**src/hdl/b64u_pkg.sv**
```systemverilog
// Package for the URL-safe Base64 encoder: group record, configuration record,
// register map codes and the six-bit to ASCII character mapping.
// No dependencies.
package b64u_pkg;

	// Register map: index of each configuration register (byte address is 4 * index).
	localparam logic [1:0] REG_CHAR_62 = 2'd0;
	localparam logic [1:0] REG_CHAR_63 = 2'd1;
	localparam logic [1:0] REG_PAD     = 2'd2;

	localparam int unsigned APB_ADDR_W = 4;
	localparam int unsigned APB_DATA_W = 32;

	// Reset values of the configuration registers.
	localparam logic [7:0] RST_CHAR_62 = 8'd45;
	localparam logic [7:0] RST_CHAR_63 = 8'd95;
	localparam logic [7:0] RST_PAD     = 8'd61;

	// Depth of the group queue between front and back.
	localparam int unsigned FIFO_DEPTH = 2;
	localparam int unsigned FIFO_PTR_W = $clog2(FIFO_DEPTH);
	localparam int unsigned FIFO_CNT_W = $clog2(FIFO_DEPTH + 1);

	// Character positions of a group.
	localparam logic [1:0] POS_LAST = 2'd3;

	// Base characters of the alphabet ranges.
	localparam logic [7:0] ASCII_UPPER_A = 8'h41;
	localparam logic [7:0] ASCII_LOWER_A = 8'h61;
	localparam logic [7:0] ASCII_ZERO    = 8'h30;

	// One group of up to three bytes, with the number present and the end mark.
	typedef struct packed {
		logic [7:0] b0;
		logic [7:0] b1;
		logic [7:0] b2;
		logic [1:0] num;
		logic       last;
	} grp_t;

	// Programmable characters.
	typedef struct packed {
		logic [7:0] char_62;
		logic [7:0] char_63;
		logic [7:0] pad;
	} cfg_t;

	// Maps a six-bit value through the URL-safe alphabet.
	function automatic logic [7:0] map_six(input logic [5:0] v, input cfg_t cfg);
		logic [7:0] ext;
		ext = {2'b00, v};
		if (v < 6'd26) begin
			return ASCII_UPPER_A + ext;
		end else if (v < 6'd52) begin
			return ASCII_LOWER_A + ext - 8'd26;
		end else if (v < 6'd62) begin
			return ASCII_ZERO + ext - 8'd52;
		end else if (v == 6'd62) begin
			return cfg.char_62;
		end else begin
			return cfg.char_63;
		end
	endfunction

endpackage

```
**src/hdl/b64u_front.sv**
```systemverilog
// Front end of the encoder: accepts message bytes and gathers them into groups.
// Depends on b64u_pkg; pushes completed or final groups into the group queue.
module b64u_front (
	input  logic               clk,
	input  logic               arst_n,
	input  logic               in_valid,
	output logic               in_ready,
	input  logic [7:0]         data_byte,
	input  logic               final_byte,
	input  logic               q_full,
	output logic               q_push,
	output b64u_pkg::grp_t     q_data
);
	import b64u_pkg::*;

	logic [1:0] cnt_q;
	logic [7:0] b0_q;
	logic [7:0] b1_q;
	logic       accept;

	// A byte is taken whenever the queue has room for a possible group.
	assign in_ready = !q_full;
	assign accept   = in_valid && in_ready;

	// Build the outgoing group from the held bytes and the new one.
	always_comb begin
		q_data = '0;
		q_push = 1'b0;
		unique case (cnt_q)
			2'd1: begin
				q_data.b0   = b0_q;
				q_data.b1   = data_byte;
				q_data.num  = 2'd2;
				q_data.last = 1'b1;
				q_push      = accept && final_byte;
			end
			2'd2: begin
				q_data.b0   = b0_q;
				q_data.b1   = b1_q;
				q_data.b2   = data_byte;
				q_data.num  = 2'd3;
				q_data.last = final_byte;
				q_push      = accept;
			end
			default: begin
				q_data.b0   = data_byte;
				q_data.num  = 2'd1;
				q_data.last = 1'b1;
				q_push      = accept && final_byte;
			end
		endcase
	end

	// Group count: restarts after a push, else counts held bytes.
	always_ff @(posedge clk or negedge arst_n) begin
		if (!arst_n) begin
			cnt_q <= 2'd0;
		end else if (accept) begin
			if (q_push) begin
				cnt_q <= 2'd0;
			end else if (cnt_q == 2'd1) begin
				cnt_q <= 2'd2;
			end else begin
				cnt_q <= 2'd1;
			end
		end
	end

	// Held bytes of the current group.
	always_ff @(posedge clk) begin
		if (accept && !q_push) begin
			if (cnt_q == 2'd1) begin
				b1_q <= data_byte;
			end else begin
				b0_q <= data_byte;
			end
		end
	end

	// The count never reaches three: the third byte always closes the group.
	a_cnt_range: assert property (@(posedge clk) disable iff (!arst_n)
		cnt_q != 2'd3)
		else $error("front group count reached three");

	// A final byte always pushes a group and restarts the count.
	a_final_push: assert property (@(posedge clk) disable iff (!arst_n)
		(accept && final_byte) |-> q_push ##1 (cnt_q == 2'd0))
		else $error("final byte did not close the group");

endmodule

```
**src/hdl/b64u_fifo.sv**
```systemverilog
// Short queue of byte groups between the front and the back of the encoder.
// Depends on b64u_pkg for the group record and the queue depth.
module b64u_fifo (
	input  logic           clk,
	input  logic           arst_n,
	input  logic           push,
	input  b64u_pkg::grp_t wdata,
	output logic           full,
	input  logic           pop,
	output b64u_pkg::grp_t rdata,
	output logic           empty
);
	import b64u_pkg::*;

	grp_t                  mem [FIFO_DEPTH];
	logic [FIFO_PTR_W-1:0] wr_ptr_q;
	logic [FIFO_PTR_W-1:0] rd_ptr_q;
	logic [FIFO_CNT_W-1:0] count_q;

	assign full  = (count_q == FIFO_CNT_W'(FIFO_DEPTH));
	assign empty = (count_q == '0);
	assign rdata = mem[rd_ptr_q];

	// Storage write.
	always_ff @(posedge clk) begin
		if (push) begin
			mem[wr_ptr_q] <= wdata;
		end
	end

	// Pointers and fill count.
	always_ff @(posedge clk or negedge arst_n) begin
		if (!arst_n) begin
			wr_ptr_q <= '0;
			rd_ptr_q <= '0;
			count_q  <= '0;
		end else begin
			if (push) begin
				wr_ptr_q <= (wr_ptr_q == FIFO_PTR_W'(FIFO_DEPTH - 1)) ? '0 : wr_ptr_q + 1'b1;
			end
			if (pop) begin
				rd_ptr_q <= (rd_ptr_q == FIFO_PTR_W'(FIFO_DEPTH - 1)) ? '0 : rd_ptr_q + 1'b1;
			end
			if (push && !pop) begin
				count_q <= count_q + 1'b1;
			end else if (pop && !push) begin
				count_q <= count_q - 1'b1;
			end
		end
	end

	// Neither overflow nor underflow.
	a_no_overflow: assert property (@(posedge clk) disable iff (!arst_n)
		!(push && full) && !(pop && empty))
		else $error("group queue overflow or underflow");

endmodule

```
**src/hdl/b64u_back.sv**
```systemverilog
// Back end of the encoder (uses b64u_pkg): takes one group at a time from the queue
// and sends its four characters, one per cycle while out_ready holds, through an output register.
module b64u_back (
	input  logic           clk,
	input  logic           arst_n,
	input  b64u_pkg::cfg_t cfg,
	input  logic           q_empty,
	input  b64u_pkg::grp_t q_data,
	output logic           q_pop,
	output logic           out_valid,
	input  logic           out_ready,
	output logic [7:0]     out_char,
	output logic           end_of_text
);
	import b64u_pkg::*;

	grp_t       grp_q;
	logic       busy_q;
	logic [1:0] pos_q;
	logic       out_valid_q;
	logic [7:0] out_char_q;
	logic       out_eot_q;
	logic       adv;
	logic       grp_done;
	logic [5:0] six;
	logic       is_pad;
	logic [7:0] next_char;

	assign out_valid   = out_valid_q;
	assign out_char    = out_char_q;
	assign end_of_text = out_eot_q;

	// A character moves to the output register whenever that register is free.
	assign adv      = busy_q && (!out_valid_q || out_ready);
	assign grp_done = adv && (pos_q == POS_LAST);
	assign q_pop    = !q_empty && (!busy_q || grp_done);

	// Select the six-bit field for the current position and map it.
	always_comb begin
		unique case (pos_q)
			2'd0:    six = grp_q.b0[7:2];
			2'd1:    six = {grp_q.b0[1:0], grp_q.b1[7:4]};
			2'd2:    six = {grp_q.b1[3:0], grp_q.b2[7:6]};
			default: six = grp_q.b2[5:0];
		endcase
		is_pad    = ((pos_q == 2'd2) && (grp_q.num < 2'd2)) ||
		            ((pos_q == POS_LAST) && (grp_q.num < 2'd3));
		next_char = is_pad ? cfg.pad : map_six(six, cfg);
	end

	// Current group and character position.
	always_ff @(posedge clk or negedge arst_n) begin
		if (!arst_n) begin
			busy_q <= 1'b0;
			pos_q  <= 2'd0;
		end else if (q_pop) begin
			busy_q <= 1'b1;
			pos_q  <= 2'd0;
		end else if (grp_done) begin
			busy_q <= 1'b0;
		end else if (adv) begin
			pos_q <= pos_q + 2'd1;
		end
	end

	always_ff @(posedge clk) begin
		if (q_pop) begin
			grp_q <= q_data;
		end
	end

	// Output register.
	always_ff @(posedge clk or negedge arst_n) begin
		if (!arst_n) begin
			out_valid_q <= 1'b0;
		end else if (adv) begin
			out_valid_q <= 1'b1;
		end else if (out_ready) begin
			out_valid_q <= 1'b0;
		end
	end

	always_ff @(posedge clk) begin
		if (adv) begin
			out_char_q <= next_char;
			out_eot_q  <= grp_q.last && (pos_q == POS_LAST);
		end
	end

	// A busy back end with a free output register always produces a word.
	a_progress: assert property (@(posedge clk) disable iff (!arst_n)
		(busy_q && !out_valid_q) |=> out_valid_q)
		else $error("back end stalled with a free output register");

	// The end mark is only produced on the last position of a group.
	a_eot_pos: assert property (@(posedge clk) disable iff (!arst_n)
		(adv && grp_q.last && (pos_q != POS_LAST)) |=> !out_eot_q)
		else $error("end mark on a position other than the last");

endmodule

```
**src/hdl/base64_url_encoder.sv**
```systemverilog
// Top level of the URL-safe Base64 encoder: configuration registers and the
// front end, group queue and back end. Depends on b64u_pkg and the b64u_* modules.
//
// Usage: message bytes enter one word per handshake on in_valid/in_ready, with
// final_byte set on the last byte. Characters leave one word per handshake on
// out_valid/out_ready; end_of_text marks the last character of a message.
// Each completed group of three bytes, and each final byte, yields four
// characters; short final groups are padded with the pad character.
// A group's first character passes through the group queue, the back end's group
// register and the output register after the byte that closes the group is
// accepted. Throughput: while out_ready holds, the back end sends one character
// per cycle; the input side takes a byte per cycle while the two-entry group
// queue has room. When the receiver stalls, the output register holds its word,
// the queue fills and in_ready falls until a group has been taken.
// Reset clears the held-byte count, the queue and the output valid flag, and loads
// the characters '-', '_' and '=' into the configuration registers at
// addresses 0x0, 0x4 and 0x8. Write them only while the block is idle.
module base64_url_encoder (
	input  logic                                clk,
	input  logic                                arst_n,
	input  logic                                psel,
	input  logic                                penable,
	input  logic                                pwrite,
	input  logic [b64u_pkg::APB_ADDR_W-1:0]     paddr,
	input  logic [b64u_pkg::APB_DATA_W-1:0]     pwdata,
	output logic [b64u_pkg::APB_DATA_W-1:0]     prdata,
	output logic                                pready,
	input  logic                                in_valid,
	output logic                                in_ready,
	input  logic [7:0]                          data_byte,
	input  logic                                final_byte,
	output logic                                out_valid,
	input  logic                                out_ready,
	output logic [7:0]                          out_char,
	output logic                                end_of_text
);
	import b64u_pkg::*;

	cfg_t       cfg_q;
	logic [1:0] reg_idx;
	logic       wr_en;
	grp_t       push_data;
	grp_t       pop_data;
	logic       q_push;
	logic       q_pop;
	logic       q_full;
	logic       q_empty;

	// Register access.
	assign pready  = 1'b1;
	assign reg_idx = paddr[3:2];
	assign wr_en   = psel && penable && pwrite && pready;

	always_ff @(posedge clk or negedge arst_n) begin
		if (!arst_n) begin
			cfg_q.char_62 <= RST_CHAR_62;
			cfg_q.char_63 <= RST_CHAR_63;
			cfg_q.pad     <= RST_PAD;
		end else if (wr_en) begin
			unique case (reg_idx)
				REG_CHAR_62: cfg_q.char_62 <= pwdata[7:0];
				REG_CHAR_63: cfg_q.char_63 <= pwdata[7:0];
				REG_PAD:     cfg_q.pad     <= pwdata[7:0];
				default:     ;
			endcase
		end
	end

	// Read data.
	always_comb begin
		unique case (reg_idx)
			REG_CHAR_62: prdata = {{(APB_DATA_W-8){1'b0}}, cfg_q.char_62};
			REG_CHAR_63: prdata = {{(APB_DATA_W-8){1'b0}}, cfg_q.char_63};
			REG_PAD:     prdata = {{(APB_DATA_W-8){1'b0}}, cfg_q.pad};
			default:     prdata = '0;
		endcase
	end

	b64u_front u_front (
		.clk        (clk),
		.arst_n     (arst_n),
		.in_valid   (in_valid),
		.in_ready   (in_ready),
		.data_byte  (data_byte),
		.final_byte (final_byte),
		.q_full     (q_full),
		.q_push     (q_push),
		.q_data     (push_data)
	);

	b64u_fifo u_fifo (
		.clk    (clk),
		.arst_n (arst_n),
		.push   (q_push),
		.wdata  (push_data),
		.full   (q_full),
		.pop    (q_pop),
		.rdata  (pop_data),
		.empty  (q_empty)
	);

	b64u_back u_back (
		.clk         (clk),
		.arst_n      (arst_n),
		.cfg         (cfg_q),
		.q_empty     (q_empty),
		.q_data      (pop_data),
		.q_pop       (q_pop),
		.out_valid   (out_valid),
		.out_ready   (out_ready),
		.out_char    (out_char),
		.end_of_text (end_of_text)
	);

endmodule
```
**config.mk**
```make
export PLATFORM = sky130hd
export DESIGN_NAME = base64_url_encoder
export DESIGN_NICKNAME = d
export VERILOG_FILES = /design/src/hdl/b64u_pkg.sv /design/src/hdl/b64u_front.sv /design/src/hdl/b64u_fifo.sv /design/src/hdl/b64u_back.sv /design/src/hdl/base64_url_encoder.sv
export SDC_FILE = /design/constraint.sdc
export NUM_CORES = 1
export LEC_CHECK = 0
export BUFFER_PORTS_ARGS = -buffer_cell sky130_fd_sc_hd__buf_2
export CAP_MARGIN = 30
export CORE_MARGIN = 4
export CORE_UTILIZATION = 57
export CTS_CLUSTER_SIZE = 8
export DETAILED_ROUTE_END_ITERATION = 8
export PLACE_DENSITY = 0.8
export SLEW_MARGIN = 20
export SYNTH_ARGS = -nofsm -noshare
export SYNTH_HDL_FRONTEND = slang
export SYNTH_SLANG_ARGS = --single-unit
export TNS_END_PERCENT = 20
```
**constraint.sdc**
```tcl
create_clock -name clk -period 4.7 [get_ports clk]
set_clock_uncertainty 0.1 [all_clocks]
set_input_delay 0 -clock clk [delete_from_list [all_inputs] [get_ports clk]]
set_output_delay 0 -clock clk [all_outputs]
set_load 0.005 [all_outputs]
```
==> impl_metrics.yaml, run 1 <==
drt:
  wl_um: 12200
  vias: 3790
  dr.first_iter.drc_count: 240
  drcViolationCount: 0
  via_per_inst: 5.61
  drt_pass1_iterations: 4
  wl_per_cell_um: 18.1
  ant_nets: 0
synth:
  synth_area_per_cell_um2: 14.3
  synth.most_common_cell: "edfxtp_1"
  ys_warn_count: 0
  ys.flop_type: "edfxtp_1"
  synthTopCellsByCount: "edfxtp_1, mux2_2, buf_4"
  synth_edf_count: 106
  synth_top_area_share: 0.492
  synth_cell_type_count: 62
  yosysSeqAreaShare: 0.627
  async_flop_share: 0.243
  synthTopCellsByArea: "edfxtp_1, mux2_2, dfrtp_1"
  synthesis.area_um2: 6460
  netlist.top_cell.by_area: "edfxtp_1"
  ys_ff_latch: 140
  syn_inst: 451
critical_path:
  cpMaxStageDelayCell: "a222oi_1"
  crit_fanout: 12
  timing.rr.start: "u_back.pos_q[0]$_DFFE_PN0P_"
  cp.arrival_ns: 3.25
  critical_path.most_common_cell: "ha_1"
  endpoint_kind: "register"
  required_ns: 4.73
  startpoint_type: "register"
  crit_chain: "inv_1, ha_1, a222oi_1, a21oi_4, ha_1, a21boi_1, or4_1, o22ai_1, a211oi_1"
  cpPeakStageDelay_ns: 0.54
  cp_top_family: "compound AO/OA/AOI/OAI gates"
  crit_buf_inv: 1
  reg2reg_depth: 9
  r2r-end: "u_back.out_char[2]$_DFFE_PP_"
  crit_type: "register to register"
  r2r_slack_ns: 1.48
floorplanning:
  die_h_um: 115
  die_area_um2: 13100
  core.rowCount: 38
  design.core.area_um2: 11000
  start_util: 0.589
  die_x_um: 115
  io_pins: 96
layout:
  syn_to_final_growth_pct: 16.8
  multiInputGateArea_um2: 2190
  finalNetCount: 585
  antenna_cells: 0
  seq_area_um2: 4050
  fill_cells: 729
  final_layout_size_suffix_gt1_frac: 0.327
cts:
  cts_hold_buf: 20
  ctsResizeCount: 0
  cts_buffers: 17
  cts_tree: "built"
  post_cts_buffers: 0
  path_clk_slew_ns: 0.06
  clock_latency_ns: 0.42
  root_buffer: "clkbuf_16"
  cts_sinks: 140
  ctsLongestPathBuffers: 2
  htreeDepth: 4
min_path:
  whs_path_depth: 4
  min_from: "penable"
  hp-class: "input pin to register"
  hold_path_end: "cfg_q[6]$_DFFE_PN0P_"
place:
  port_buffers: 44
  gp_congestion: 0.861
  dpl.hpwl_um: 8160
timing:
  min_period_ns: 3.22
  relSlewSlack: 0.464
  rsz0062_at_grt: "false"
  setup_viol: 0
  fmax_ghz: 0.311
  slew_viol_final: 0
  tightest_slew_ns: 0.805
  period_share: 0.684
  hold_viol_final: 0
  tns_ns: 0
power:
  power_mw: 5.09
  p_leak_nw: 2.92
  ir_drop_mv: 0.419
  power_density_nw_per_um2: 673
outcome:
  status: "completed"
global_routing:
  grt_pass1_wl_um: 20300
  grt_pass1_vias: 4021
  overflow: 0
  globalRouteTotalUtil: 0.206
  grt_max_degree: 35
  antenna_found_initial: 0
flow_run:
  maxCapViolations: 0
==> kinds of logic (layout without fill, tap and decap cells) <==
logic type,Yosys count,count (layout),share of synthesized area
simple gates,87,87,0.0728
mux,79,79,0.134
other cells,2,25,0.00116
xor+xnor,10,10,0.0135
compound gates,67,67,0.0811
fa+ha+maj,11,11,0.0213
buf+inv,55,116,0.0490
flops,140,140,0.627
==> sequential cells by signal (all words and copies together) (netlist names), 2 cells and up <==
name,flops
u_fifo.count_q,2
u_back.out_char,8
u_front.b0_q,8
u_front.cnt_q,2
u_front.b1_q,8
u_back.grp_q,27
u_fifo.mem,54
cfg_q,24
u_back.pos_q,2
==> how the worst max path moves through the flow <==
stage	slack (ns)	endpoint	start	cells past startpoint
2_1_floorplan	1.33	u_fifo.mem[0][0]$_DFFE_PP_	u_front.cnt_q[0]$_DFFE_PN0P_	5
3_3_place_gp	1.56	u_back.out_char[2]$_DFFE_PP_	u_back.pos_q[0]$_DFFE_PN0P_	9
3_5_place_dp	1.53	u_back.out_char[2]$_DFFE_PP_	u_back.pos_q[0]$_DFFE_PN0P_	9
4_1_cts	1.51	u_back.out_char[2]$_DFFE_PP_	u_back.pos_q[0]$_DFFE_PN0P_	9
5_1_grt	1.27	u_back.out_char[0]$_DFFE_PP_	u_back.pos_q[0]$_DFFE_PN0P_	8
6_report	1.48	u_back.out_char[2]$_DFFE_PP_	u_back.pos_q[0]$_DFFE_PN0P_	9
==> layout by cell type (no fill, tap or decap), drive strengths merged, types with 2 or more instances in the layout <==
master         n
clkbuf        18
buf           50
a22oi         12
and2          12
a22o           2
nor2b          6
clkinvlp       4
a21o           4
conb          25
a21oi          9
o211ai         3
o22ai          2
o31ai          2
mux2i         17
dlygate4sd3   21
o31a           2
and3           2
o21ai         14
nor3           6
inv           18
xnor2          5
nand2b         4
mux2          62
dfrtp         19
and4           2
xor2           5
ha            11
nand2         23
nand4          3
nor2          17
nor4           2
bufinv         2
a211oi         5
edfxtp       106
nand3          5
dfstp         15
clkinv         3
a222oi         4
==> cell type report <==
class	instances	share of cell area
flip-flops and latches	140	0.537
multi-input cells	279	0.290
repair buffers	71	0.0656
clock buffers	18	0.0568
well taps	140	0.0232
clock inverters	14	0.0210
inverters	13	0.00679
==> report_power, final <==
group / switching [mW] / internal (mW)
Sequential: 0.150 / 1.78
Clock: 0.525 / 0.791
Combinational: 1.06 / 0.782
Total: 1.73 / 3.35
==> worst register-to-register path, cell delays in order (launching register included) <==
cell and delay (ns):
dfrtp_1 0.42, inv_1 0.09, ha_1 0.30, a222oi_1 0.54
a21oi_4 0.17, ha_1 0.38, a21boi_1 0.23, or4_1 0.49
o22ai_1 0.14, a211oi_1 0.06
==> stage by stage <==
step | area [um2] | std cells | utilization | hold WS, ns | setup slack [ns]
2_1_floorplan | 6550 | 474 | - | -0.396 | 1.33
5_1_grt | 7550 | 675 | 0.688 | 0.152 | 1.27
4_1_cts | 7520 | 673 | 0.685 | 0.120 | 1.51
3_3_place_gp | 6720 | 620 | 0.612 | 0.0358 | 1.56
6_report | 7550 | 675 | 0.688 | 0.129 | 1.48
3_5_place_dp | 6740 | 621 | 0.613 | 0.0578 | 1.53
==> per-layer routing <==
metal,part of all wire,vias to the layer above,GRT usage
met1,0.41,1866,0.249
li1,-,1792,-
met5,0,-,0
met4,0.030,0,0.108
met2,0.51,107,0.344
met3,0.048,25,0.0455
Note: power is estimated with default switching activity, not from simulation.
==> run 2, diff against run 1 <==
--- a/config.mk
+++ b/config.mk
@@ -8,10 +8,10 @@
 export BUFFER_PORTS_ARGS = -buffer_cell sky130_fd_sc_hd__buf_2
 export CAP_MARGIN = 30
 export CORE_MARGIN = 4
-export CORE_UTILIZATION = 57
+export CORE_UTILIZATION = 52
 export CTS_CLUSTER_SIZE = 8
 export DETAILED_ROUTE_END_ITERATION = 8
-export PLACE_DENSITY = 0.8
+export PLACE_DENSITY = 0.77
 export SLEW_MARGIN = 20
 export SYNTH_ARGS = -nofsm -noshare
 export SYNTH_HDL_FRONTEND = slang
==> constraint.sdc (replaced) <==
create_clock -name clk -period 2.7 [get_ports clk]
set_clock_uncertainty 0.1 [all_clocks]
set_input_delay 0 -clock clk [delete_from_list [all_inputs] [get_ports clk]]
set_output_delay 0 -clock clk [all_outputs]
set_load 0.005 [all_outputs]
==> run 2 against run 1 <==
  * Fmax grew 21%
  * Die area grew 8.9%
  * Wire length up 7.8%
  * Largest cell class unchanged
==> impl_metrics.yaml, run 2 (synthesis results as in run 1) <==
critical_path:
  required_ns: 2.77
  cp-startpoint: "u_back.pos_q[1]$_DFFE_PN0P_"
  endpoint_kind: "register"
  startpoint_type: "register"
  crit_type: "register to register"
  timing.rr.start: "u_back.pos_q[1]$_DFFE_PN0P_"
  crit_fanout: 4
  cp.arrival_ns: 2.73
drt:
  ant_nets: 0
  dr.first_iter.drc_count: 256
  drt_pass1_iterations: 5
  wl_per_cell_um: 17.7
  vias: 3927
  via_per_inst: 5.29
  wl_um: 13100
  drcViolationCount: 0
global_routing:
  grt_max_degree: 35
  globalRouteTotalUtil: 0.195
  grt_pass1_vias: 4140
  antenna_found_initial: 0
  grt_pass1_wl_um: 21500
  overflow: 0
layout:
  finalNetCount: 625
  final_layout_size_suffix_gt1_frac: 0.397
  antenna_cells: 0
  syn_to_final_growth_pct: 22.9
  fin_area_um2: 7940
  largest_register_ffs: 54
  layout_commonest_cell: "edfxtp_1"
  top_regs: "u_fifo.mem x54, u_back.grp_q x27, cfg_q x24"
  final_cell_mix: "edfxtp_1, mux2_2, buf_2, buf_4, conb_1"
  largest_register: "u_fifo.mem"
  utilization: 0.656
place:
  dpl.hpwl_um: 9030
  post_dp_cell_area_um2: 7030
  port_buffers: 44
  gp_congestion: 0.877
cts:
  htreeDepth: 4
  path_clk_slew_ns: 0.06
  clock_latency_ns: 0.42
  ctsLongestPathBuffers: 2
  root_buffer: "clkbuf_16"
  cts_tree: "built"
  cts_buffers: 17
  cts_sinks: 140
min_path:
  hp-class: "input pin to asynchronous set/reset pin"
power:
  ir_drop_mv: 0.925
  power_mw: 9.57
  p_leak_nw: 3.11
  power_density_nw_per_um2: 1210
timing:
  min_period_ns: 2.67
  setup_viol: 0
  period_share: 0.988
  fmax_ghz: 0.375
  tightest_slew_ns: 0.822
  relSlewSlack: 0.452
  slew_viol_final: 0
  hold_viol_final: 0
  rsz0062_at_grt: "true"
floorplanning:
  core.rowCount: 40
  die_h_um: 120
  io_pins: 96
  design.core.area_um2: 12100
  start_util: 0.534
  die_area_um2: 14300
  die_x_um: 120
flow_run:
  maxCapViolations: 0
outcome:
  status: "completed"
==> run 2: changes by cell type in the layout (fill, tap and decap cells not counted), moves of 3 or more <==
cell and change:
ha_1 -5, o21ai_0 -3, buf_4 +40, o21ai_1 +3, ha_2 +3
==> run 2: routing by layer <==
layer | track usage | routed length [um] | vias up
met1 | 0.236 | 5490 | 1948
li1 | - | - | 1864
met4 | 0.0694 | 243 | 0
met2 | 0.331 | 6860 | 98
met5 | 0 | 0 | -
met3 | 0.0617 | 550 | 17
==> run 2: stage by stage <==
step / setup WS (ns) / hold slack (ns) / TNS [ns] / instances
4_1_cts: 0.00445 / 0.0941 / 0 / 737
2_1_floorplan: -0.607 / -0.396 / -7.06 / 474
6_report: 0.0330 / 0.118 / 0 / 743
3_3_place_gp: -0.0480 / 0.0289 / -0.0620 / 682
3_5_place_dp: -0.0532 / 0.0399 / -0.0677 / 682
5_1_grt: -0.0806 / 0.121 / -0.325 / 743
==> run 2: path summary, 6_finish.rpt <==
path / to / slack (ns) / depth (start not counted)
max in group asynchronous: u_back.out_valid$_DFFE_PN0P_ / 1.86 / 2
worst min-delay path: cfg_q[22]$_DFFE_PN0P_ / 0.12 / 2
worst max-delay path: u_back.out_char[2]$_DFFE_PP_ / 0.03 / 10
min in group clk: cfg_q[7]$_DFFE_PN0P_ / 0.12 / 4
worst min register to register: u_front.cnt_q[1]$_DFFE_PN0P_ / 0.43 / 1
worst max register to register: u_back.out_char[2]$_DFFE_PP_ / 0.03 / 10
==> run 2: layout make-up <==
| cell class | instances | area (um2) |
|---|---|---|
| Fill cell | 882 | 4170 |
| Sequential cell | 140 | 4050 |
| Multi-Input combinational cell | 279 | 2270 |
| Timing Repair Buffer | 111 | 793 |
| Clock buffer | 17 | 425 |
| Tap cell | 168 | 210 |
| Clock inverter | 15 | 140 |
| Inverter | 13 | 51.3 |
==> run 2: power by group <==
group	internal, mW	total (mW)	leakage, nW	switching [mW]
registers	3.10	3.34	1.36	0.240
logic	1.94	4.04	1.48	2.10
clock network	1.28	2.19	0.273	0.911
==> run 2: repair_timing <==
item / 4_1_cts / 5_1_grt
buffers inserted: 3 / 6
pin swaps: 1 / 7
setup endpoints to repair: 6 / 8
gates resized for setup: 3 / 19
hold buffers: 20 / 0
hold endpoints to repair: 120 / 0
==> run 2: worst max-delay path: stages (launching register included) <==
cell and delay, ns:
dfrtp_1 0.41, inv_2 0.09, ha_4 0.18, a222oi_1 0.34, buf_4 0.18, a21oi_4 0.06, ha_2 0.19, a21boi_1 0.14
or4_1 0.50, o22ai_2 0.15, a211oi_1 0.06
